<file path="config.mk">
export PLATFORM = sky130hd
export DESIGN_NAME = stb_ctrl
export DESIGN_NICKNAME = d
export VERILOG_FILES = /design/src/rtl/stb_pkg.sv /design/src/rtl/stb_ctrl.sv
export SDC_FILE = /design/constraint.sdc
export NUM_CORES = 1
export LEC_CHECK = 0
export ABC_AREA = 1
export BUFFER_PORTS_ARGS = -buffer_cell sky130_fd_sc_hd__buf_2
export CAP_MARGIN = 20
export CORE_AREA = 2 2 114 116
export CTS_BUF_LIST = sky130_fd_sc_hd__clkbuf_8
export CTS_CLUSTER_DIAMETER = 40
export CTS_CLUSTER_SIZE = 24
export DETAILED_ROUTE_END_ITERATION = 7
export DIE_AREA = 0 0 116 118
export PLACE_DENSITY = 0.71
export REMOVE_ABC_BUFFERS = 1
export SYNTH_ARGS = -nofsm -noshare
export SYNTH_HDL_FRONTEND = slang
export SYNTH_SLANG_ARGS = --single-unit
</file>
<file path="constraint.sdc">
create_clock -name clk -period 6.47 [get_ports clk]
set_clock_uncertainty 0.05 [all_clocks]
set_input_delay 0.3235 -clock clk [delete_from_list [all_inputs] [get_ports clk]]
set_output_delay 0.3235 -clock clk [all_outputs]
set_load 0.01 [all_outputs]
</file>
<file path="src/rtl/stb_pkg.sv">
// package for the software timer bank: sizes, codes, word layout and the
// structs passed between the controller and the timer cells
// no dependencies
`timescale 1ns / 1ps
`default_nettype none

package stb_pkg;

  localparam int NUM_TIMERS = 16;
  // indices are 4 bits wide, so at most 16 timers are reachable
  localparam int BANK_SIZE  = (NUM_TIMERS < 16) ? NUM_TIMERS : 16;

  localparam int IDX_W    = 4;
  localparam int MS_W     = 32;
  localparam int CMD_W    = 3;
  localparam int STATUS_W = 2;
  localparam int COUNT_W  = 5;

  // slave word layout
  localparam int IN_IDX_LSB     = 0;
  localparam int IN_TIMEOUT_LSB = IN_IDX_LSB + IDX_W;
  localparam int IN_TICK_LSB    = IN_TIMEOUT_LSB + MS_W;
  localparam int IN_FLAG_LSB    = IN_TICK_LSB + MS_W;
  localparam int IN_BITS        = IN_FLAG_LSB + 1;
  localparam int S_TDATA_W      = ((IN_BITS + 7) / 8) * 8;

  // master word layout
  localparam int OUT_IDX_LSB   = 0;
  localparam int OUT_ACT_LSB   = OUT_IDX_LSB + IDX_W;
  localparam int OUT_SUS_LSB   = OUT_ACT_LSB + 1;
  localparam int OUT_COUNT_LSB = OUT_SUS_LSB + 1;
  localparam int OUT_MIN_LSB   = OUT_COUNT_LSB + COUNT_W;
  localparam int OUT_BITS      = OUT_MIN_LSB + MS_W;
  localparam int M_TDATA_W     = ((OUT_BITS + 7) / 8) * 8;

  typedef enum logic [CMD_W-1:0] {
    CMD_ALLOC   = 3'd0,
    CMD_FREE    = 3'd1,
    CMD_ARM     = 3'd2,
    CMD_CANCEL  = 3'd3,
    CMD_SUSPEND = 3'd4,
    CMD_TICK    = 3'd5,
    CMD_QUERY   = 3'd6
  } cmd_t;

  typedef enum logic [STATUS_W-1:0] {
    ST_OK        = 2'd0,
    ST_EXPIRED   = 2'd1,
    ST_NO_FREE   = 2'd2,
    ST_BAD_INDEX = 2'd3
  } status_t;

  typedef enum logic [1:0] {
    OP_TICK  = 2'd0,
    OP_ALLOC = 2'd1,
    OP_QUERY = 2'd2
  } sweep_op_t;

  typedef enum logic [2:0] {
    CC_NONE    = 3'd0,
    CC_FREE    = 3'd1,
    CC_ARM     = 3'd2,
    CC_CANCEL  = 3'd3,
    CC_SUSPEND = 3'd4
  } cc_kind_t;

  typedef enum logic {
    S_IDLE  = 1'b0,
    S_SWEEP = 1'b1
  } state_t;

  // token and running result handed from cell to cell during a sweep
  typedef struct packed {
    logic             tok;
    logic             found;
    logic [IDX_W-1:0] idx;
    logic [MS_W-1:0]  minv;
  } link_t;

  // single-timer command broadcast to every cell
  typedef struct packed {
    cc_kind_t         kind;
    logic [IDX_W-1:0] index;
    logic [MS_W-1:0]  timeout;
    logic             flag;
  } cell_cmd_t;

  typedef struct packed {
    logic hit;
    logic alloc;
    logic armed;
    logic susp;
  } cell_stat_t;

endpackage

`default_nettype wire

</file>
<file path="src/rtl/stb_ctrl.sv">
// command decoder, sweep launcher and result register of the timer bank
// depends on stb_pkg
`timescale 1ns / 1ps
`default_nettype none

module stb_ctrl import stb_pkg::*; (
  input  wire logic                 clk,
  input  wire logic                 rst,
  input  wire logic                 s_tvalid,
  output logic                      s_tready,
  input  wire logic [S_TDATA_W-1:0] s_tdata,
  input  wire logic [CMD_W-1:0]     s_tuser,
  output logic                      m_tvalid,
  input  wire logic                 m_tready,
  output logic [M_TDATA_W-1:0]      m_tdata,
  output logic [STATUS_W-1:0]       m_tuser,
  output logic                      m_tlast,
  input  wire cell_stat_t           sel_stat,
  input  wire logic                 expire_any,
  input  wire logic [IDX_W-1:0]     expire_idx,
  input  wire link_t                tail,
  output link_t                     head,
  output logic                      adv,
  output sweep_op_t                 op,
  output logic [MS_W-1:0]           tick_val,
  output cell_cmd_t                 ccmd
);

  state_t    state, state_next;
  sweep_op_t op_next;
  logic [MS_W-1:0] tick_next;
  logic            head_tok, head_tok_next;
  logic [COUNT_W-1:0] total, total_next;
  logic q_bad, q_bad_next;
  logic q_act, q_act_next;
  logic q_sus, q_sus_next;

  logic                m_tvalid_next;
  status_t             o_status, o_status_next;
  logic [IDX_W-1:0]    o_idx, o_idx_next;
  logic                o_act, o_act_next;
  logic                o_sus, o_sus_next;
  logic [COUNT_W-1:0]  o_count, o_count_next;
  logic [MS_W-1:0]     o_min, o_min_next;
  logic                o_last, o_last_next;

  logic     out_free;
  logic     accept;
  logic     load;
  status_t  r_status;
  logic [IDX_W-1:0] r_idx;
  logic     r_act;
  logic     r_sus;
  logic [MS_W-1:0] r_min;
  logic     r_last;
  cc_kind_t kind;
  logic     valid_idx;

  assign out_free  = ~m_tvalid | m_tready;
  assign s_tready  = (state == S_IDLE) && out_free;
  assign accept    = s_tvalid & s_tready;
  assign adv       = (state == S_SWEEP) && out_free;
  assign valid_idx = sel_stat.hit & sel_stat.alloc;

  assign head = '{tok: head_tok, found: 1'b0, idx: '0, minv: '0};
  assign ccmd = '{kind: kind, index: s_tdata[IN_IDX_LSB +: IDX_W],
                  timeout: s_tdata[IN_TIMEOUT_LSB +: MS_W], flag: s_tdata[IN_FLAG_LSB]};

  assign m_tuser = o_status;
  assign m_tlast = o_last;
  assign m_tdata = {{(M_TDATA_W - OUT_BITS){1'b0}}, o_min, o_count, o_sus, o_act, o_idx};

  always_comb begin
    state_next    = state;
    op_next       = op;
    tick_next     = tick_val;
    head_tok_next = head_tok;
    total_next    = total;
    q_bad_next    = q_bad;
    q_act_next    = q_act;
    q_sus_next    = q_sus;
    kind          = CC_NONE;
    load          = 1'b0;
    r_status      = ST_OK;
    r_idx         = '0;
    r_act         = 1'b0;
    r_sus         = 1'b0;
    r_min         = '0;
    r_last        = 1'b1;

    if (adv && head_tok) head_tok_next = 1'b0;

    if (accept) begin
      case (cmd_t'(s_tuser))
        CMD_ALLOC: begin
          state_next    = S_SWEEP;
          op_next       = OP_ALLOC;
          head_tok_next = 1'b1;
        end
        CMD_TICK: begin
          state_next    = S_SWEEP;
          op_next       = OP_TICK;
          tick_next     = s_tdata[IN_TICK_LSB +: MS_W];
          head_tok_next = 1'b1;
        end
        CMD_QUERY: begin
          state_next    = S_SWEEP;
          op_next       = OP_QUERY;
          head_tok_next = 1'b1;
          q_bad_next    = ~valid_idx;
          q_act_next    = valid_idx & sel_stat.armed;
          q_sus_next    = valid_idx & sel_stat.susp;
        end
        CMD_FREE: begin
          load = 1'b1;
          if (valid_idx) begin
            kind = CC_FREE;
            if (total != '0) total_next = total - 1'b1;
          end else begin
            r_status = ST_BAD_INDEX;
          end
        end
        CMD_ARM: begin
          load = 1'b1;
          if (valid_idx) kind = CC_ARM;
          else r_status = ST_BAD_INDEX;
        end
        CMD_CANCEL: begin
          load = 1'b1;
          if (valid_idx) kind = CC_CANCEL;
          else r_status = ST_BAD_INDEX;
        end
        CMD_SUSPEND: begin
          load = 1'b1;
          if (valid_idx) kind = CC_SUSPEND;
          else r_status = ST_BAD_INDEX;
        end
        default: begin
          // unused code: plain ok word
          load = 1'b1;
        end
      endcase
    end else if (adv) begin
      if (expire_any) begin
        load     = 1'b1;
        r_status = ST_EXPIRED;
        r_idx    = expire_idx;
        r_last   = 1'b0;
      end else if (tail.tok) begin
        // token has left the last cell: closing word of the command
        load       = 1'b1;
        state_next = S_IDLE;
        case (op)
          OP_ALLOC: begin
            if (tail.found) begin
              r_idx      = tail.idx;
              total_next = total + 1'b1;
            end else begin
              r_status = ST_NO_FREE;
            end
          end
          OP_QUERY: begin
            r_status = q_bad ? ST_BAD_INDEX : ST_OK;
            r_act    = q_act;
            r_sus    = q_sus;
            r_min    = tail.found ? tail.minv : '0;
          end
          default: ;
        endcase
      end
    end

    m_tvalid_next = m_tvalid & ~m_tready;
    o_status_next = o_status;
    o_idx_next    = o_idx;
    o_act_next    = o_act;
    o_sus_next    = o_sus;
    o_count_next  = o_count;
    o_min_next    = o_min;
    o_last_next   = o_last;
    if (load) begin
      m_tvalid_next = 1'b1;
      o_status_next = r_status;
      o_idx_next    = r_idx;
      o_act_next    = r_act;
      o_sus_next    = r_sus;
      o_count_next  = total_next;
      o_min_next    = r_min;
      o_last_next   = r_last;
    end
  end

  always_ff @(posedge clk) begin
    if (rst) begin
      state    <= S_IDLE;
      head_tok <= 1'b0;
      total    <= '0;
      m_tvalid <= 1'b0;
    end else begin
      state    <= state_next;
      head_tok <= head_tok_next;
      total    <= total_next;
      m_tvalid <= m_tvalid_next;
    end
  end

  always_ff @(posedge clk) begin
    op       <= op_next;
    tick_val <= tick_next;
    q_bad    <= q_bad_next;
    q_act    <= q_act_next;
    q_sus    <= q_sus_next;
    o_status <= o_status_next;
    o_idx    <= o_idx_next;
    o_act    <= o_act_next;
    o_sus    <= o_sus_next;
    o_count  <= o_count_next;
    o_min    <= o_min_next;
    o_last   <= o_last_next;
  end

endmodule

`default_nettype wire
</file>
==> After elaboration in Yosys (flattened, before gate mapping) <==
Index checks and enable logic that the tools add are counted.
{ "op_classes": {"add_sub_neg": 2, "mul": 0, "div_mod_pow": 0, "order_cmp": 0, "n_eq_ne": 10, "shifts": 0, "mux": 44, "bitwise_logic": 14, "n_reduce_logical": 17} }
{ "op_table": {"columns": ["operator", "count"], "rows": [
  ["$mux W5", 9],
  ["$mux W2", 10],
  ["$mux W1", 16],
  ["$mux W4", 4],
  ["$pmux W3 S4", 1],
  ["$eq A3 B3 Y1 const B", 3],
  ["$not A1 Y1", 8],
  ["$eq A3 B2 Y1 const B", 2],
  ["$mux W3", 2],
  ["$pmux W2 S3", 1],
  ["$reduce_and A2 Y1", 3],
  ["$reduce_or A6 Y1", 1],
  ["$add A5 B1 Y5 const B", 1],
  ["$and A1 B1 Y1", 5],
  ["$reduce_bool A5 Y1", 1],
  ["$reduce_or A5 Y1", 1],
  ["$sub A5 B1 Y5 const B", 1],
  ["$pmux W2 S2", 1],
  ["$reduce_and A4 Y1", 1],
  ["$reduce_bool A2 Y1", 2],
  ["$reduce_or A4 Y1", 1],
  ["$eq A3 B1 Y1 const B", 1],
  ["$logic_and A1 B1 Y1", 3],
  ["$logic_not A3 Y1", 1],
  ["other kinds (8)", 8]
]} }
{ "totals": {"regBits": 91, "latchBits": 0, "mem_bits_rw": 0, "romBits": 0, "wordCells": 103, "memories": 0} }

==> Depth between registers and ports, before layout <==
{ "depth": {"word_depth": 7, "mapped_depth": 10, "ltp_nobuf": 10} }

==> Least setup slack after synthesis <==
OpenSTA, ideal clock, no wires.
{ "synth_path": {"kind": "input to register", "start": "in s_tuser[1]", "end": "reg tick_val[0], enable pin", "setup_time_ns": 0.421, "t_arrival_ns": 1.990, "required_ns": 5.999, "setup_slack_ns": 4.009, "path_stages": 5, "n_path_buf": 0, "path_cell_list": "inv_1 nand2_1 inv_1 nand2_1 nor2_1"} }
{ "synth_via": {"elab_chain_cells": 2} }
{ "synth_rtl": {"columns": ["element", "line", "text"], "rows": [
  ["from (decl)", "stb_ctrl.sv:12", "input wire logic [CMD_W-1:0] s_tuser,"],
  ["$eq A3 B3 Y1", "stb_ctrl.sv:94", "case (cmd_t'(s_tuser))"],
  ["$reduce_and A2 Y1 (no source line)", null, null],
  ["to (signal assigned)", "stb_ctrl.sv:209", "tick_val <= tick_next;"],
  ["to (decl)", "stb_ctrl.sv:25", "output logic [MS_W-1:0] tick_val,"]
]} }
No other way between the ends.
A chain may end at the register's enable or synchronous reset.

==> Final worst setup path <==
{ "layout_path": {"start": "reg m_tvalid", "end": "reg o_min[1] (data pin)"} }
{ "layout_via": {"elab_chain_cells": 5, "elab_cells_between_ends": 7} }
{ "layout_rtl": {"columns": ["element", "line", "text"], "rows": [
  ["from (decl)", "stb_ctrl.sv:13", "output logic m_tvalid,"],
  ["from (signal assigned)", "stb_ctrl.sv:203", "m_tvalid <= m_tvalid_next;"],
  ["$not A1 Y1 (*)", "stb_ctrl.sv:59", "assign out_free = ~m_tvalid | m_tready;"],
  ["$or A1 B1 Y1 (*)", "stb_ctrl.sv:59", null],
  ["$logic_and A1 B1 Y1 (on tied branches)", "stb_ctrl.sv:60, stb_ctrl.sv:62", null],
  ["$and A1 B1 Y1 or $not A1 Y1 (tied branches)", null, null],
  ["$reduce_or A6 Y1 (no source line) (*)", null, null],
  ["to (signal assigned)", "stb_ctrl.sv:218", "o_min <= o_min_next;"],
  ["to (decl)", "stb_ctrl.sv:44", "logic [MS_W-1:0] o_min, o_min_next;"]
]} }
Mark *: on every way between the ends. The rest lies on a longest branch, timed or not.

==> impl_metrics.yaml <==
worst_setup_path:
  endpoint_kind: "register"
  worst_path_dominant_cell_family: "simple AND/OR/NAND/NOR gates"
  critPathRequiredTime_ns: 6.49
  timing.critical_path.buf_inv: 1
  regToRegEndpoint: "o_min[1]"
  r2r_slack_ns: 4.52
  path_max_fanout: 32
  startpoint_type: "register"
  critPathMostFrequentCell: "sky130_fd_sc_hd__nand2_4"
  worst_path_max_delay_cell: "sky130_fd_sc_hd__nand2_4"
  r2r_start: "m_tvalid"
  critical_path.cell_chain: "nand2_4, nand2_4, clkinv_4, nand3_4, nor2_4, nand2_4, nor2_1"
  setup.worst_path.class: "register to register"
  cpPeakStageDelay_ns: 0.65
  worst_r2r_path_depth: 7
  worst_ep_arrival_time_ns: 1.97
yosys:
  synth_xor_area_share_pct: 0
  synth_top_family_by_area: "buffers and inverters"
  postSynthAreaPerCell_sq_um: 11.5
  yosysWarnings: 0
  proportion_of_synthesized_chip_area_in_sequential_cells_pct: 58.1
  synth_compound_area_share_pct: 1.67
  synth_area_sq_um: 4570
  synth_top_cells_by_area: "sky130_fd_sc_hd__edfxtp_1, sky130_fd_sc_hd__buf_4, sky130_fd_sc_hd__nor2_4"
  synth_top_area_share_pct: 54.5
  synthMuxAreaShare_pct: 0
  post-synth-top-area-cell: "sky130_fd_sc_hd__edfxtp_1"
  synth_cell_types: 26
  synthSimpleGateAreaFrac_pct: 18.0
  synthCells: 398
  synth-seq-cells: 91
  post_synth_fa_ha_maj_area_fraction_pct: 1.10
run_status:
  run_status: "complete, no violations"
worst_hold_path:
  holdPathEnd: "tick_val[15]"
  holdCritPathClass: "primary input to register"
  worstHoldStart: "s_tdata[51]"
  whs_path_depth: 1
sta:
  min_period_over_period_pct: 30.2
  worstMarginPinSlew_ns: 0.946
  worst_slew_margin_rel_pct: 36.9
  hold_ws_ns: 0.0861
  drv_slew: 0
  hold_viol: 0
  finalSetupViolations: 0
  setup-tns-final_ns: 0
  min_period_ns: 1.95
  grt_setup_unrepaired: "false"
  achievable-frequency_mhz: 512
routing:
  via_per_inst: 4.25
  wl_per_cell_microns: 16.3
  detailed_route_via_count: 3037
  postRouteWirelength_microns: 11600
  remaining_drc_errors: 0
  first_pass_iteration_count_of_the_detailed_router: 6
  dr.first_iter.drc_count: 204
  postRouteAntennaNets: 0
cells_and_area:
  final_net_count: 667
  fin_cells: 714
  layout-area-overhead-vs-synth_pct: 17.5
  antenna_cells: 0
  layout_cells_sized_above_1_pct: 43.5
  count_of_fill_cells_added_during_filler_insertion: 1220
global_routing:
  grt.overflow.total: 0
  grt_busiest_layer: "met2"
  global_route_met2_utilization_pct: 22.2
  grtUsageMet3_pct: 9.58
  antenna_found_initial: 0
  first_global_vias: 2877
  wire_length_of_the_first_global_routing_pass_microns: 16600
  global_route.usage.total_pct: 16.7
  grt_start_max_net_pins: 47
  gr-usage-met1_pct: 22.0
job:
  maxCapViolations: 0
power_and_ir_drop:
  report.power.total_mw: 1.28
  power_density_nw_per_um2: 238
  vdd_drop_max_mv: 0.116
  power.switching_mw: 0.320
  intPower_mw: 0.955
  power.share.sequential_pct: 54.2
  clock_power_share_pct: 33.7
  swShare_pct: 25.1
  power_leakage_nw: 2.50
  power.combinational.fraction_pct: 12.1
clock_network:
  tritoncts: "yes"
  clock_slew_at_the_register_clock_pins_of_the_worst_setup_and_hold_paths_ns: 0.09
  htreeDepth: 3
  cts_hold_buffers: 0
  numClockSinks: 91
  ctsLongestPathBuffers: 2
  tritoncts.num_buffers: 9
  clock_latency_reported_for_the_late_side_of_the_worst_skew_pair_ns: 0.36
  post_cts_buffers: 0
  cts_root_buffer: "sky130_fd_sc_hd__clkbuf_8"
  post_cts.resized_instances: 0
floorplan:
  die-area_sq_um: 13700
  core_sq_um: 12400
  die_h_microns: 118
  die_width_microns: 116
  placementRows: 41
  floorplan.initialDensity_pct: 36.8
  i_o_pin_total: 292
placement:
  place_inst: 697
  place.gp.congestion: 0.786
  dpl.hpwl_microns: 9140
  port_buffers: 172
-- worst max path at each step --
| stage | start | endpoint | slack [ns] | cells after the start |
|---|---|---|---|---|
| 4_1_cts | state | o_min[8] | 4.23 | 5 |
| 3_5_place_dp | s_tuser[1] | o_min[23] | 4.12 | 9 |
| 3_3_place_gp | m_tready | o_min[23] | 4.18 | 7 |
| 5_1_grt | m_tvalid | o_min[0] | 4.38 | 7 |
| 2_1_floorplan | s_tuser[1] | tick_val[0] | 4.01 | 5 |
| 6_report | m_tvalid | o_min[1] | 4.52 | 7 |
-- cell usage after synthesis, drive strengths merged --
cell	number
clkinv	1
nand2	44
nor3	4
nand4	2
ha	4
conb	1
nand3b	1
nand3	24
edfxtp	83
o21ai	9
nor2	51
a31oi	1
nor4	1
buf	87
inv	72
dfxtp	8
a21oi	5
-- state kept, by name (all words and copies together) (netlist names) --
| signal | flops |
|---|---|
| o_count | 5 |
| o_act | 1 |
| o_sus | 1 |
| total | 5 |
| q_bad | 1 |
| o_min | 32 |
| q_sus | 1 |
| o_idx | 4 |
| head_tok | 1 |
| op | 2 |
| tick_val | 32 |
| q_act | 1 |
| m_tuser | 2 |
| m_tlast | 1 |
| m_tvalid | 1 |
| state | 1 |
-- placed cells by master, fill, tap and decap left out, types with 3 or more instances in the layout --
cell	count
sky130_fd_sc_hd__a21oi_1	5
sky130_fd_sc_hd__edfxtp_1	83
sky130_fd_sc_hd__o21ai_0	9
sky130_fd_sc_hd__nor2_4	32
sky130_fd_sc_hd__nand2_1	40
sky130_fd_sc_hd__inv_1	68
sky130_fd_sc_hd__nand3_1	20
sky130_fd_sc_hd__nand2_4	3
sky130_fd_sc_hd__nor2_1	17
sky130_fd_sc_hd__nor3_1	4
sky130_fd_sc_hd__clkbuf_8	9
sky130_fd_sc_hd__inv_2	4
sky130_fd_sc_hd__dfxtp_1	8
sky130_fd_sc_hd__buf_2	172
sky130_fd_sc_hd__conb_1	42
sky130_fd_sc_hd__ha_1	4
-- kinds of logic after synthesis --
group,count (synthesis)
flops,91
fa+ha+maj,4
other cells,1
simple gates,127
buf+inv,160
compound gates,15
-- worst register-to-register path: stages (launching register included) --
cell	delay (ns)
sky130_fd_sc_hd__dfxtp_1	0.38
sky130_fd_sc_hd__nand2_4	0.11
sky130_fd_sc_hd__nand2_4	0.09
sky130_fd_sc_hd__clkinv_4	0.10
sky130_fd_sc_hd__nand3_4	0.09
sky130_fd_sc_hd__nor2_4	0.05
sky130_fd_sc_hd__nand2_4	0.65
sky130_fd_sc_hd__nor2_1	0.15
-- routing by layer --
| metal | vias to the layer above | share of wire (%) | routed length [microns] |
|---|---|---|---|
| met4 | 2 | 1.7 | 196 |
| met2 | 226 | 40 | 4630 |
| met1 | 1374 | 44 | 5070 |
| met5 | - | 0.53 | 62 |
| li1 | 1416 | - | - |
| met3 | 19 | 14 | 1660 |
-- metrics by stage --
stage	cell area [sq um]	util, %	setup WS [ns]
after detailed placement	5130	41.3	4.12
after CTS	5350	43.1	4.23
after global placement	5130	41.3	4.18
after floorplan	4040	-	4.01
after global routing	5370	43.2	4.38
final	5370	43.2	4.52
-- final cells by class --
class	instances	area, sq um	share of cell area [%]
well taps	172	215	4.01
flip-flops and latches	91	2650	49.4
inverters	73	279	5.20
multi-input cells	188	1110	20.7
repair buffers	174	888	16.5
clock inverters	7	97.6	1.82
clock buffers	9	124	2.31
-- power by group through the flow --
stage	registers (mW)	logic (mW)	clock network (mW)
2_1_floorplan	0.724	0.0564	0
3_3_place_gp	0.705	0.151	0
3_5_place_dp	0.706	0.152	0
4_1_cts	0.693	0.153	0.448
5_1_grt	0.695	0.170	0.469
6_report	0.691	0.155	0.430
Note: power is estimated with default switching activity, not from simulation.
