`config.mk`:
```
export PLATFORM = sky130hd
export DESIGN_NAME = stb_cell
export DESIGN_NICKNAME = d
export VERILOG_FILES = /design/src/rtl/stb_pkg.sv /design/src/rtl/stb_cell.sv
export SDC_FILE = /design/constraint.sdc
export NUM_CORES = 1
export LEC_CHECK = 0
export ABC_AREA = 1
export BUFFER_PORTS_ARGS = -buffer_cell sky130_fd_sc_hd__buf_4
export CAP_MARGIN = 30
export CORE_MARGIN = 1.5
export CORE_UTILIZATION = 30
export DETAILED_ROUTE_END_ITERATION = 8
export GPL_TIMING_DRIVEN = 0
export HOLD_SLACK_MARGIN = 0.03
export RECOVER_POWER = 25
export SLEW_MARGIN = 20
export SYNTH_ARGS = -nofsm -noshare
export SYNTH_HDL_FRONTEND = slang
export SYNTH_SLANG_ARGS = --single-unit
export TNS_END_PERCENT = 1
```
`constraint.sdc`:
```
create_clock -name clk -period 2.35 [get_ports clk]
set_input_delay 0.3525 -clock clk [delete_from_list [all_inputs] [get_ports clk]]
set_output_delay 0.3525 -clock clk [all_outputs]
set_load 0.02 [all_outputs]
```
`src/rtl/stb_pkg.sv`:
```
// package for the software timer bank: sizes, codes, word layout and the
// structs passed between the controller and the timer cells
// no dependencies
`timescale 1ns / 1ps
`default_nettype none

package stb_pkg;

  localparam int NUM_TIMERS = 16;
  // indices are 4 bits wide, so at most 16 timers are reachable
  localparam int BANK_SIZE  = (NUM_TIMERS < 16) ? NUM_TIMERS : 16;

  localparam int IDX_W    = 4;
  localparam int MS_W     = 32;
  localparam int CMD_W    = 3;
  localparam int STATUS_W = 2;
  localparam int COUNT_W  = 5;

  // slave word layout
  localparam int IN_IDX_LSB     = 0;
  localparam int IN_TIMEOUT_LSB = IN_IDX_LSB + IDX_W;
  localparam int IN_TICK_LSB    = IN_TIMEOUT_LSB + MS_W;
  localparam int IN_FLAG_LSB    = IN_TICK_LSB + MS_W;
  localparam int IN_BITS        = IN_FLAG_LSB + 1;
  localparam int S_TDATA_W      = ((IN_BITS + 7) / 8) * 8;

  // master word layout
  localparam int OUT_IDX_LSB   = 0;
  localparam int OUT_ACT_LSB   = OUT_IDX_LSB + IDX_W;
  localparam int OUT_SUS_LSB   = OUT_ACT_LSB + 1;
  localparam int OUT_COUNT_LSB = OUT_SUS_LSB + 1;
  localparam int OUT_MIN_LSB   = OUT_COUNT_LSB + COUNT_W;
  localparam int OUT_BITS      = OUT_MIN_LSB + MS_W;
  localparam int M_TDATA_W     = ((OUT_BITS + 7) / 8) * 8;

  typedef enum logic [CMD_W-1:0] {
    CMD_ALLOC   = 3'd0,
    CMD_FREE    = 3'd1,
    CMD_ARM     = 3'd2,
    CMD_CANCEL  = 3'd3,
    CMD_SUSPEND = 3'd4,
    CMD_TICK    = 3'd5,
    CMD_QUERY   = 3'd6
  } cmd_t;

  typedef enum logic [STATUS_W-1:0] {
    ST_OK        = 2'd0,
    ST_EXPIRED   = 2'd1,
    ST_NO_FREE   = 2'd2,
    ST_BAD_INDEX = 2'd3
  } status_t;

  typedef enum logic [1:0] {
    OP_TICK  = 2'd0,
    OP_ALLOC = 2'd1,
    OP_QUERY = 2'd2
  } sweep_op_t;

  typedef enum logic [2:0] {
    CC_NONE    = 3'd0,
    CC_FREE    = 3'd1,
    CC_ARM     = 3'd2,
    CC_CANCEL  = 3'd3,
    CC_SUSPEND = 3'd4
  } cc_kind_t;

  typedef enum logic {
    S_IDLE  = 1'b0,
    S_SWEEP = 1'b1
  } state_t;

  // token and running result handed from cell to cell during a sweep
  typedef struct packed {
    logic             tok;
    logic             found;
    logic [IDX_W-1:0] idx;
    logic [MS_W-1:0]  minv;
  } link_t;

  // single-timer command broadcast to every cell
  typedef struct packed {
    cc_kind_t         kind;
    logic [IDX_W-1:0] index;
    logic [MS_W-1:0]  timeout;
    logic             flag;
  } cell_cmd_t;

  typedef struct packed {
    logic hit;
    logic alloc;
    logic armed;
    logic susp;
  } cell_stat_t;

endpackage

`default_nettype wire

```
`src/rtl/stb_cell.sv`:
```
// one timer cell of the chain: timer state plus one stage of the sweep
// depends on stb_pkg
`timescale 1ns / 1ps
`default_nettype none

module stb_cell import stb_pkg::*; (
  input  wire logic             clk,
  input  wire logic             rst,
  input  wire logic [IDX_W-1:0] cell_id,
  input  wire logic             adv,
  input  wire sweep_op_t        op,
  input  wire logic [MS_W-1:0]  tick_ms,
  input  wire cell_cmd_t        ccmd,
  input  wire link_t            carry_in,
  output link_t                 carry_out,
  output cell_stat_t            stat,
  output logic                  expire
);

  logic            alloc;
  logic            armed;
  logic            susp;
  logic [MS_W-1:0] remaining;

  logic             tok;
  logic             found;
  logic [IDX_W-1:0] idx;
  logic [MS_W-1:0]  minv;

  logic             found_next;
  logic [IDX_W-1:0] idx_next;
  logic [MS_W-1:0]  minv_next;

  logic counting;
  logic fits;
  logic take;
  logic claim;
  logic cmd_hit;

  assign counting = alloc & armed & ~susp;
  assign fits     = (remaining <= tick_ms);
  assign take     = adv & carry_in.tok;
  assign claim    = ~carry_in.found & ~alloc;
  assign cmd_hit  = (ccmd.index == cell_id) && (ccmd.kind != CC_NONE);

  assign expire    = carry_in.tok && (op == OP_TICK) && counting && fits;
  assign stat      = '{hit: (ccmd.index == cell_id), alloc: alloc, armed: armed, susp: susp};
  assign carry_out = '{tok: tok, found: found, idx: idx, minv: minv};

  // running result handed on to the next cell
  always_comb begin
    found_next = carry_in.found;
    idx_next   = carry_in.idx;
    minv_next  = carry_in.minv;
    case (op)
      OP_ALLOC: begin
        if (claim) begin
          found_next = 1'b1;
          idx_next   = cell_id;
        end
      end
      OP_QUERY: begin
        if (counting && (!carry_in.found || remaining < carry_in.minv)) begin
          found_next = 1'b1;
          minv_next  = remaining;
        end
      end
      default: ;
    endcase
  end

  always_ff @(posedge clk) begin
    if (rst) begin
      alloc <= 1'b0;
      armed <= 1'b0;
      susp  <= 1'b0;
      tok   <= 1'b0;
    end else begin
      if (adv) begin
        tok <= carry_in.tok;
      end
      if (cmd_hit) begin
        case (ccmd.kind)
          CC_FREE: begin
            alloc <= 1'b0;
            armed <= 1'b0;
            susp  <= 1'b0;
          end
          CC_ARM:     armed <= 1'b1;
          CC_CANCEL:  armed <= 1'b0;
          CC_SUSPEND: susp  <= ccmd.flag;
          default: ;
        endcase
      end
      if (take) begin
        case (op)
          OP_TICK: begin
            if (counting && fits) armed <= 1'b0;
          end
          OP_ALLOC: begin
            // first free cell along the chain takes the allocation
            if (claim) begin
              alloc <= 1'b1;
              armed <= 1'b0;
              susp  <= 1'b0;
            end
          end
          default: ;
        endcase
      end
    end
  end

  always_ff @(posedge clk) begin
    if (cmd_hit) begin
      case (ccmd.kind)
        CC_FREE:   remaining <= '0;
        CC_ARM:    remaining <= ccmd.timeout;
        CC_CANCEL: remaining <= '0;
        default: ;
      endcase
    end
    if (take) begin
      found <= found_next;
      idx   <= idx_next;
      minv  <= minv_next;
      case (op)
        OP_TICK: begin
          if (counting) remaining <= fits ? '0 : remaining - tick_ms;
        end
        OP_ALLOC: begin
          if (claim) remaining <= '0;
        end
        default: ;
      endcase
    end
  end

endmodule

`default_nettype wire

```
Word-level counts from Yosys, hierarchy flattened
Cells that the tools add are included.

operators by class
  add/sub/neg operators = 1
  $lt $le $gt $ge = 2
  eq/ne operators = 7
  multiplexer cells = 30
  bitwise logic cells = 7
  reduce and logical (&&, ||, !) cells = 11

operators by type and width
  operator                                                               number
  32-bit two-way mux                                                     7
  32-bit one-hot mux with 2 select lines                                 2
  32-bit less-or-equal comparator                                        1
  32-bit less-than comparator                                            1
  32-bit subtractor                                                      1
  1-bit two-way mux                                                      15
  4-bit two-way mux                                                      2
  1-bit one-hot mux with 2 select lines                                  4
  3-bit by 2-bit equality test with 1-bit output, second input constant  2
  1-bit logical AND                                                      6
  1-bit bitwise AND                                                      4
  4-bit equality test                                                    1
  3-bit by 1-bit equality test with 1-bit output, second input constant  1
  3-bit equality test, second input constant                             1
  1-bit NOT                                                              3
  3-bit nonzero test                                                     1
  2-bit by 1-bit equality test with 1-bit output, second input constant  1
  2-bit equality test, second input constant                             1
  2-bit zero test                                                        1
  2-bit OR reduction                                                     1
  1-bit zero test                                                        1
  1-bit logical OR                                                       1

word-level totals
  register bits = 73
  bits of input ports = 119
  logic and storage cells = 66

Longest topological paths before layout
Gate-level depths: netlist of run 1.

  depth in word-level cells = 7
  depth in mapped cells = 17
  mapped depth without buffers = 17

Worst setup path after synthesis of run 1
Ideal clock, no wire load.

  path kind = in2out
  from = input tick_ms[3]
  to = output expire
  arrival time = 1.980 ns
  setup slack = 0.017 ns
  stages = 12
  path buffers = 0
  path through = inv_1 ha_1 or2_2 nand3_2 nand2_2 nand2_2 nand2_2 nand2_2 nand2_2 nand2_2 nand2_1 nor3_1

between the ends
  longest elaborated chain between the ends = 2

RTL lines
  element                          RTL line        source
  from (decl)                      stb_cell.sv:12  input wire logic [MS_W-1:0] tick_ms,
  32-bit less-or-equal comparator  stb_cell.sv:41  assign fits = (remaining <= tick_ms);
  1-bit logical AND                stb_cell.sv:46  assign expire = carry_in.tok && (op == OP_TICK) && counting && fits;
  to (decl)                        stb_cell.sv:17  output logic expire

Every way passes these cells.

Worst setup path in the final report of run 1
  from = register remaining[28]
  to = output expire

between the ends
  longest elaborated chain between the ends = 2

RTL lines
  element                          RTL line         source
  from (decl)                      stb_cell.sv:23   logic [MS_W-1:0] remaining;
  from (signal assigned)           stb_cell.sv:118  CC_ARM: remaining <= ccmd.timeout;
  from (signal assigned)           stb_cell.sv:129  if (counting) remaining <= fits ? '0 : remaining - tick_ms;
  32-bit less-or-equal comparator  stb_cell.sv:41
  1-bit logical AND                stb_cell.sv:46

Every way passes these cells.

==> flow_metrics.env, run 1 <==
export IMPL_fp_coreArea_um2=21800
export IMPL_cts_buffers=9
export IMPL_skew_ns=0.0103
export IMPL_start_util_pct=30.5
export IMPL_grt_pass1_vias=7009
export IMPL_min_period_over_period_pct=109
export IMPL_n_antenna_cell=0
export IMPL_worstPathMaxFanout=4
export IMPL_antenna_found_initial=0
export IMPL_hold_viol_final=0
export IMPL_track_usage_pct=19.4
export IMPL_fin_ws_ns=-0.213
export IMPL_dp_cells=1430
export IMPL_dieArea_um2=23100
export IMPL_async_reset_ff_share_pct=0
export IMPL_yosysTopAreaCell="nand2_1"
export IMPL_cp_data_arrival_time_ns=2.21
export IMPL_htreeDepth=3
export IMPL_die_y_um=152
export IMPL_p_per_area_nw_per_um2=493
export IMPL_seq_area_um2=1880
export IMPL_final_cells=1477
export IMPL_dpl_hpwl_um=18500
export IMPL_violations="negative setup slack"
export IMPL_placed_area_um2=8240
export IMPL_num_vias=7133
export IMPL_clock_sinks=73
export IMPL_setup_worst_path_start_class="register"
export IMPL_clk_latency_ns=0.35
export IMPL_cts_hold_buf=0
export IMPL_yosysWarnings=0
export IMPL_yosysUniqueCellTypes=48
export IMPL_synth_area_leaders="nand2_1 18%, edfxtp_1 17%, ha_1 12%"
export IMPL_drtAntennaViolNets=0
export IMPL_cp_required_ns=2.00
export IMPL_layout_min_cycle_time_ns=2.56
export IMPL_synth_top_area_share_pct=17.5
export IMPL_fmax_ghz=0.390
export IMPL_io_buffers=161
export IMPL_dr_pass1_iters=5
export IMPL_ys_seq_area_share_pct=27.5
export IMPL_cts_tree="yes"
export IMPL_worst_pin_slew_ns=0.667
export IMPL_dr_wl_met2_um=10500
export IMPL_drc=0
export IMPL_wl_per_cell_um=15.3
export IMPL_final_nets=1378
export IMPL_clk_pin_slew_worst_paths_ns=0.06
export IMPL_gp_congestion=0.901
export IMPL_top_layer="met4"
export IMPL_end_kind="output port"
export IMPL_drt_iter0_drc=390
export IMPL_drive_gt1_share_pct=28.8
export IMPL_finalSetupViolations=21
export IMPL_relSlewSlack_pct=55.5
export IMPL_drt_vias_per_instance=4.83
export IMPL_synth_edff_count=37
export IMPL_irDropWorstVdd_mv=0.363
export IMPL_cts_root_buf="clkbuf_16"
export IMPL_syn_area_um2=6660
export IMPL_rsz0062_at_grt="yes"
export IMPL_grt_pass1_wl_um=35500
export IMPL_yosys_register_bits=73
export IMPL_met3_length_um=1300
export IMPL_hp_class="input port to register"
export IMPL_row_count=54
export IMPL_die_x_um=152
export IMPL_multiInputGateArea_um2=4550
export IMPL_power_leakage_nw=4.54
export IMPL_crit_type="register to output port"
export IMPL_gr_total_overflow=0
export IMPL_grt_max_degree=33
export IMPL_maxCapViolations=0
export IMPL_slew_viol_final=0
export IMPL_fin_area_um2=9380
export IMPL_io_pins=162
export IMPL_avgSynthCellArea_um2=6.74
export IMPL_power_w=0.00462
export IMPL_drt_total_wl_um=22600
export IMPL_ys_flop_type="edfxtp_1"
export IMPL_synth_cells=988
export IMPL_drt_met1_wl_um=10100
export IMPL_outcome="complete, but fails checks"
export IMPL_synth_nets=1174
export IMPL_syn_to_final_growth_pct=40.8
export IMPL_n_fill_cell=2252
export IMPL_cts_buffer_depth=2
export IMPL_setup_tns_ns=-0.811
[routing by layer]
| layer | vias to the layer above | track usage (%) |
|---|---|---|
| met5 | - | 0 |
| met1 | 3257 | 24.7 |
| met4 | 0 | 7.07 |
| met3 | 42 | 3.42 |
| li1 | 3604 | - |
| met2 | 230 | 32.9 |
[path summary, 6_finish.rpt]
check / from / end / slack [ns] / cells after the start
setup / recovery: remaining[28] / expire / -0.21 / 10
hold / removal: rst / tok / 0.20 / 2
setup reg to reg: remaining[29] / minv[21] / -0.07 / 12
hold reg to reg: tok / tok / 0.46 / 2
[flip-flops by register name, summed over array words and instances (netlist names)]
signal / cells
minv: 32
remaining: 32
idx: 4
alloc: 1
armed: 1
found: 1
susp: 1
tok: 1
[layout make-up]
type	count	share of cell area, %
plain buffers	25	2.03
repair buffers	193	15.1
flip-flops and latches	73	20.1
clock buffers	10	2.55
multi-input cells	719	48.5
clock inverters	6	1.20
well taps	280	3.74
inverters	171	6.84
[power by group]
part	switching, W	internal (W)	leakage [nW]
clock	0.000581	0.00107	0.173
sequential	0.0000763	0.00143	0.653
combinational	0.000814	0.000651	3.72
total	0.00147	0.00315	4.54
[logic make-up (layout without fill, tap and decap cells)]
logic type | after synthesis | in the layout | share of synthesized area, %
flip-flops | 73 | 73 | 27.5
AO/OA/AOI/OAI | 184 | 184 | 16.8
AND/OR/NAND/NOR | 445 | 445 | 27.7
XOR/XNOR | 23 | 23 | 3.03
buffers and inverters | 196 | 405 | 12.2
adder cells (fa/ha/maj) | 67 | 67 | 12.7
[placed cells by master, fill, tap and decap left out, types with 7 or more instances in the layout]
cell and instances:
a21oi_1 41, dfxtp_2 21, ha_4 30, buf_6 7, ha_1 36, dfxtp_1 9
o21ai_2 21, nand3_1 26, nor2_4 9, edfxtp_1 37, nor3_1 9, xor2_1 7
nor2_1 60, buf_4 183, a21oi_2 7, clkbuf_16 9, nand2_2 17, o41ai_1 9
clkbuf_1 22, xnor2_1 16, inv_1 165, o21ai_0 51, nand2_4 10, o21bai_1 8
nand2_1 295, o22ai_1 29
[worst max-delay path, stage by stage (launching register included)]
cell and delay [ns]:
dfxtp_4 0.37, ha_4 0.29, nand2_4 0.07, nor2_4 0.15
nand2_4 0.07, nor2_4 0.11, nand4_1 0.21, nand2_4 0.15
nand2_2 0.06, nor3_2 0.21, buf_4 0.17
[cells in the mapped netlist, types with 7 or more instances]
cell	number
o21bai_1	9
o21ai_2	20
ha_1	66
o21ai_0	57
dfxtp_1	36
buf_4	7
o41ai_1	9
nand2_1	311
nand2_2	10
nand3_1	26
a21oi_1	48
nor2_1	63
inv_1	167
buf_2	7
o22ai_1	29
nor3_1	10
edfxtp_1	37
xnor2_1	16
xor2_1	7
[timing repair]
action / in CTS / in global routing
pin swaps: 11 / 24
endpoints found under the setup margin: 53 / 41
buffers inserted: 14 / 18
gates resized for setup: 57 / 78
[through the flow]
step | util, % | setup slack (ns) | hold WS (ns)
6_report | 43.0 | -0.213 | 0.197
5_1_grt | 43.0 | -0.284 | 0.191
4_1_cts | 41.2 | -0.253 | 0.185
3_5_place_dp | 37.7 | -0.351 | 0.455
3_3_place_gp | 37.7 | -0.361 | 0.458
2_1_floorplan | - | 0.0171 | 0.422
Note: power is estimated with default switching activity, not from simulation.
==> inputs of run 2 (changes only) <==
- CELL_PAD_IN_SITES_DETAIL_PLACEMENT: unset -> 1
- CELL_PAD_IN_SITES_GLOBAL_PLACEMENT: unset -> 1
- PLACE_DENSITY_LB_ADDON: unset -> 0.1
==> run 2 against run 1 <==
  * The run still ends with negative setup slack left
  * Count of clock-buffer cells in the layout rose by 1
  * Combinational power hardly changed
  * Power decreased by 4.7%
  * Non-clock buffer count decreased by 19
  * Largest cell class unchanged
  * Highest routed layer unchanged
==> flow_metrics.env, run 2 (synthesis results as in run 1) <==
export IMPL_grt_max_degree=23
export IMPL_num_vias=7023
export IMPL_cp_data_arrival_time_ns=2.18
export IMPL_p_per_area_nw_per_um2=481
export IMPL_fp_coreArea_um2=21800
export IMPL_crit_path_cell_trace="ha_1 > or2_2 > nand3_2 > nand2_4 > nand2_4 > nand2_4 > nand2_2 > nand2_4 > nand2_2 > nand2_4 > nor3_4 > buf_6"
export IMPL_power_net_switching_w=0.00150
export IMPL_track_usage_pct=22.0
export IMPL_worst_pin_slew_ns=0.699
export IMPL_irDropWorstVdd_mv=0.287
export IMPL_cts_buffer_depth=2
export IMPL_violations="negative setup slack"
export IMPL_cts_root_buf="clkbuf_16"
export IMPL_hold_viol_final=0
export IMPL_seqPwrFrac_pct=34.1
export IMPL_antenna_found_initial=0
export IMPL_dpl_hpwl_um=20700
export IMPL_cts_buffers=9
export IMPL_gp_congestion=0.878
export IMPL_clk_latency_ns=0.35
export IMPL_min_period_over_period_pct=108
export IMPL_n_antenna_cell=0
export IMPL_layout_common_cells="294 x nand2_1, 164 x inv_1, 155 x buf_4, 59 x nor2_1, 53 x o21ai_0"
export IMPL_hp_class="input port to register"
export IMPL_fin_area_um2=9150
export IMPL_crit_type="register to output port"
export IMPL_syn_to_final_growth_pct=37.4
export IMPL_cp_common_cell="nand2_4"
export IMPL_dp_cells=1430
export IMPL_start_util_pct=30.5
export IMPL_io_buffers=161
export IMPL_crit_buf_inv=1
export IMPL_combPwrFrac_pct=33.1
export IMPL_dr_pass1_iters=5
export IMPL_finalSetupViolations=7
export IMPL_gr_total_overflow=0
export IMPL_grt_pass1_wl_um=39600
export IMPL_setup_worst_path_start_class="register"
export IMPL_final_cells=1458
export IMPL_grt_pass1_vias=7350
export IMPL_outcome="complete, but fails checks"
export IMPL_dieArea_um2=23100
export IMPL_fin_ws_ns=-0.180
export IMPL_clk_pin_slew_worst_paths_ns=0.06
export IMPL_clock_sinks=73
export IMPL_relSlewSlack_pct=52.8
export IMPL_drt_vias_per_instance=4.82
export IMPL_layout_min_cycle_time_ns=2.53
export IMPL_cts_tree="yes"
export IMPL_switching_share_pct=34.2
export IMPL_power_leakage_nw=4.40
export IMPL_critPathMaxStageDelay_ns=0.34
export IMPL_clkPwrFrac_pct=32.7
export IMPL_die_x_um=152
export IMPL_cp_required_ns=2.00
export IMPL_end_kind="output port"
export IMPL_drc=0
export IMPL_htreeDepth=3
export IMPL_drtAntennaViolNets=0
export IMPL_reg_top3="minv x32, remaining x32, idx x4"
export IMPL_pre_cts_ws_ns=-0.366
export IMPL_drt_iter0_drc=233
export IMPL_finish_utilization_pct=41.9
export IMPL_rsz0062_at_grt="yes"
export IMPL_wl_per_cell_um=17.4
export IMPL_skew_ns=0.0125
export IMPL_io_pins=162
export IMPL_row_count=54
export IMPL_slew_viol_final=0
export IMPL_die_y_um=152
export IMPL_fmax_ghz=0.395
export IMPL_worstPathMaxFanout=4
export IMPL_drt_total_wl_um=25300
export IMPL_slowest_stage="dfxtp_2"
export IMPL_critPathTopFamily="simple AND/OR/NAND/NOR gates"
export IMPL_hold_ws_ns=0.198
export IMPL_final_common_cell="nand2_1"
export IMPL_drive_gt1_share_pct=26.9
export IMPL_placed_area_um2=8250
export IMPL_final_nets=1359
export IMPL_p_int_w=0.00290
export IMPL_maxCapViolations=0
[run 2: cell count changes in the layout (fill, tap and decap cells not counted), sizes merged]
| cell | change |
|---|---|
| inv | -2 |
| clkbuf | +9 |
| clkinv | +2 |
| bufinv | -2 |
| buf | -27 |
| clkinvlp | +1 |
[run 2: power by group through the flow]
stage | clock (W) | combinational (W) | sequential [W]
4_1_cts | 0.00147 | 0.00142 | 0.00150
2_1_floorplan | 0 | 0.000768 | 0.00152
3_5_place_dp | 0 | 0.00129 | 0.00151
6_report | 0.00144 | 0.00146 | 0.00150
5_1_grt | 0.00154 | 0.00163 | 0.00151
3_3_place_gp | 0 | 0.00127 | 0.00151
[run 2: final timing paths]
path | cells after the start | startpoint | end | slack [ns]
max reg2reg | 18 | remaining[0] | remaining[25] | -0.02
min | 2 | rst | tok | 0.20
max | 12 | remaining[3] | expire | -0.18
min reg2reg | 2 | tok | tok | 0.46
[run 2: worst reg2reg max path: cells and delay by family, from the launching register on]
kind / cells / cell delay, ns
buffers and inverters: 4 / 0.46
adders and majority gates: 2 / 0.49
and+or+nand+nor: 11 / 0.89
DFF: 1 / 0.34
AOI/OAI and AO/OA: 1 / 0.14
[run 2: what timing repair did]
item | CTS | global route
hold buffers | 0 | 0
setup buffers | 10 | 2
setup endpoints to repair | 58 | 65
pin swaps | 11 | 11
gates resized for setup | 81 | 50
[run 2: layer usage]
metal  GRT usage [%]  routed length [um]  share of wire, %  vias up
li1                -                   -                 -     3561
met2            37.0               11900                47      140
met1            29.0               12100                48     3291
met5               0                   0                 0        -
met4            6.47                 505               2.0        0
met3            3.48                 856               3.4       31
[run 2: final cells by class]
type,count,area [um^2]
multi-input combinational,719,4550
tap,280,350
buffer,25,208
clock buffer,11,243
timing repair buffer,174,1240
sequential,73,1870
clock inverter,5,55.1
fill,2778,12700
inverter,171,644
[run 2: through the flow]
stage / setup TNS [ns] / power [W]
2_1_floorplan: 0 / 0.00229
3_5_place_dp: -14.13 / 0.00280
6_report: -0.230 / 0.00440
5_1_grt: -3.78 / 0.00468
4_1_cts: -0.898 / 0.00439
3_3_place_gp: -19.80 / 0.00278
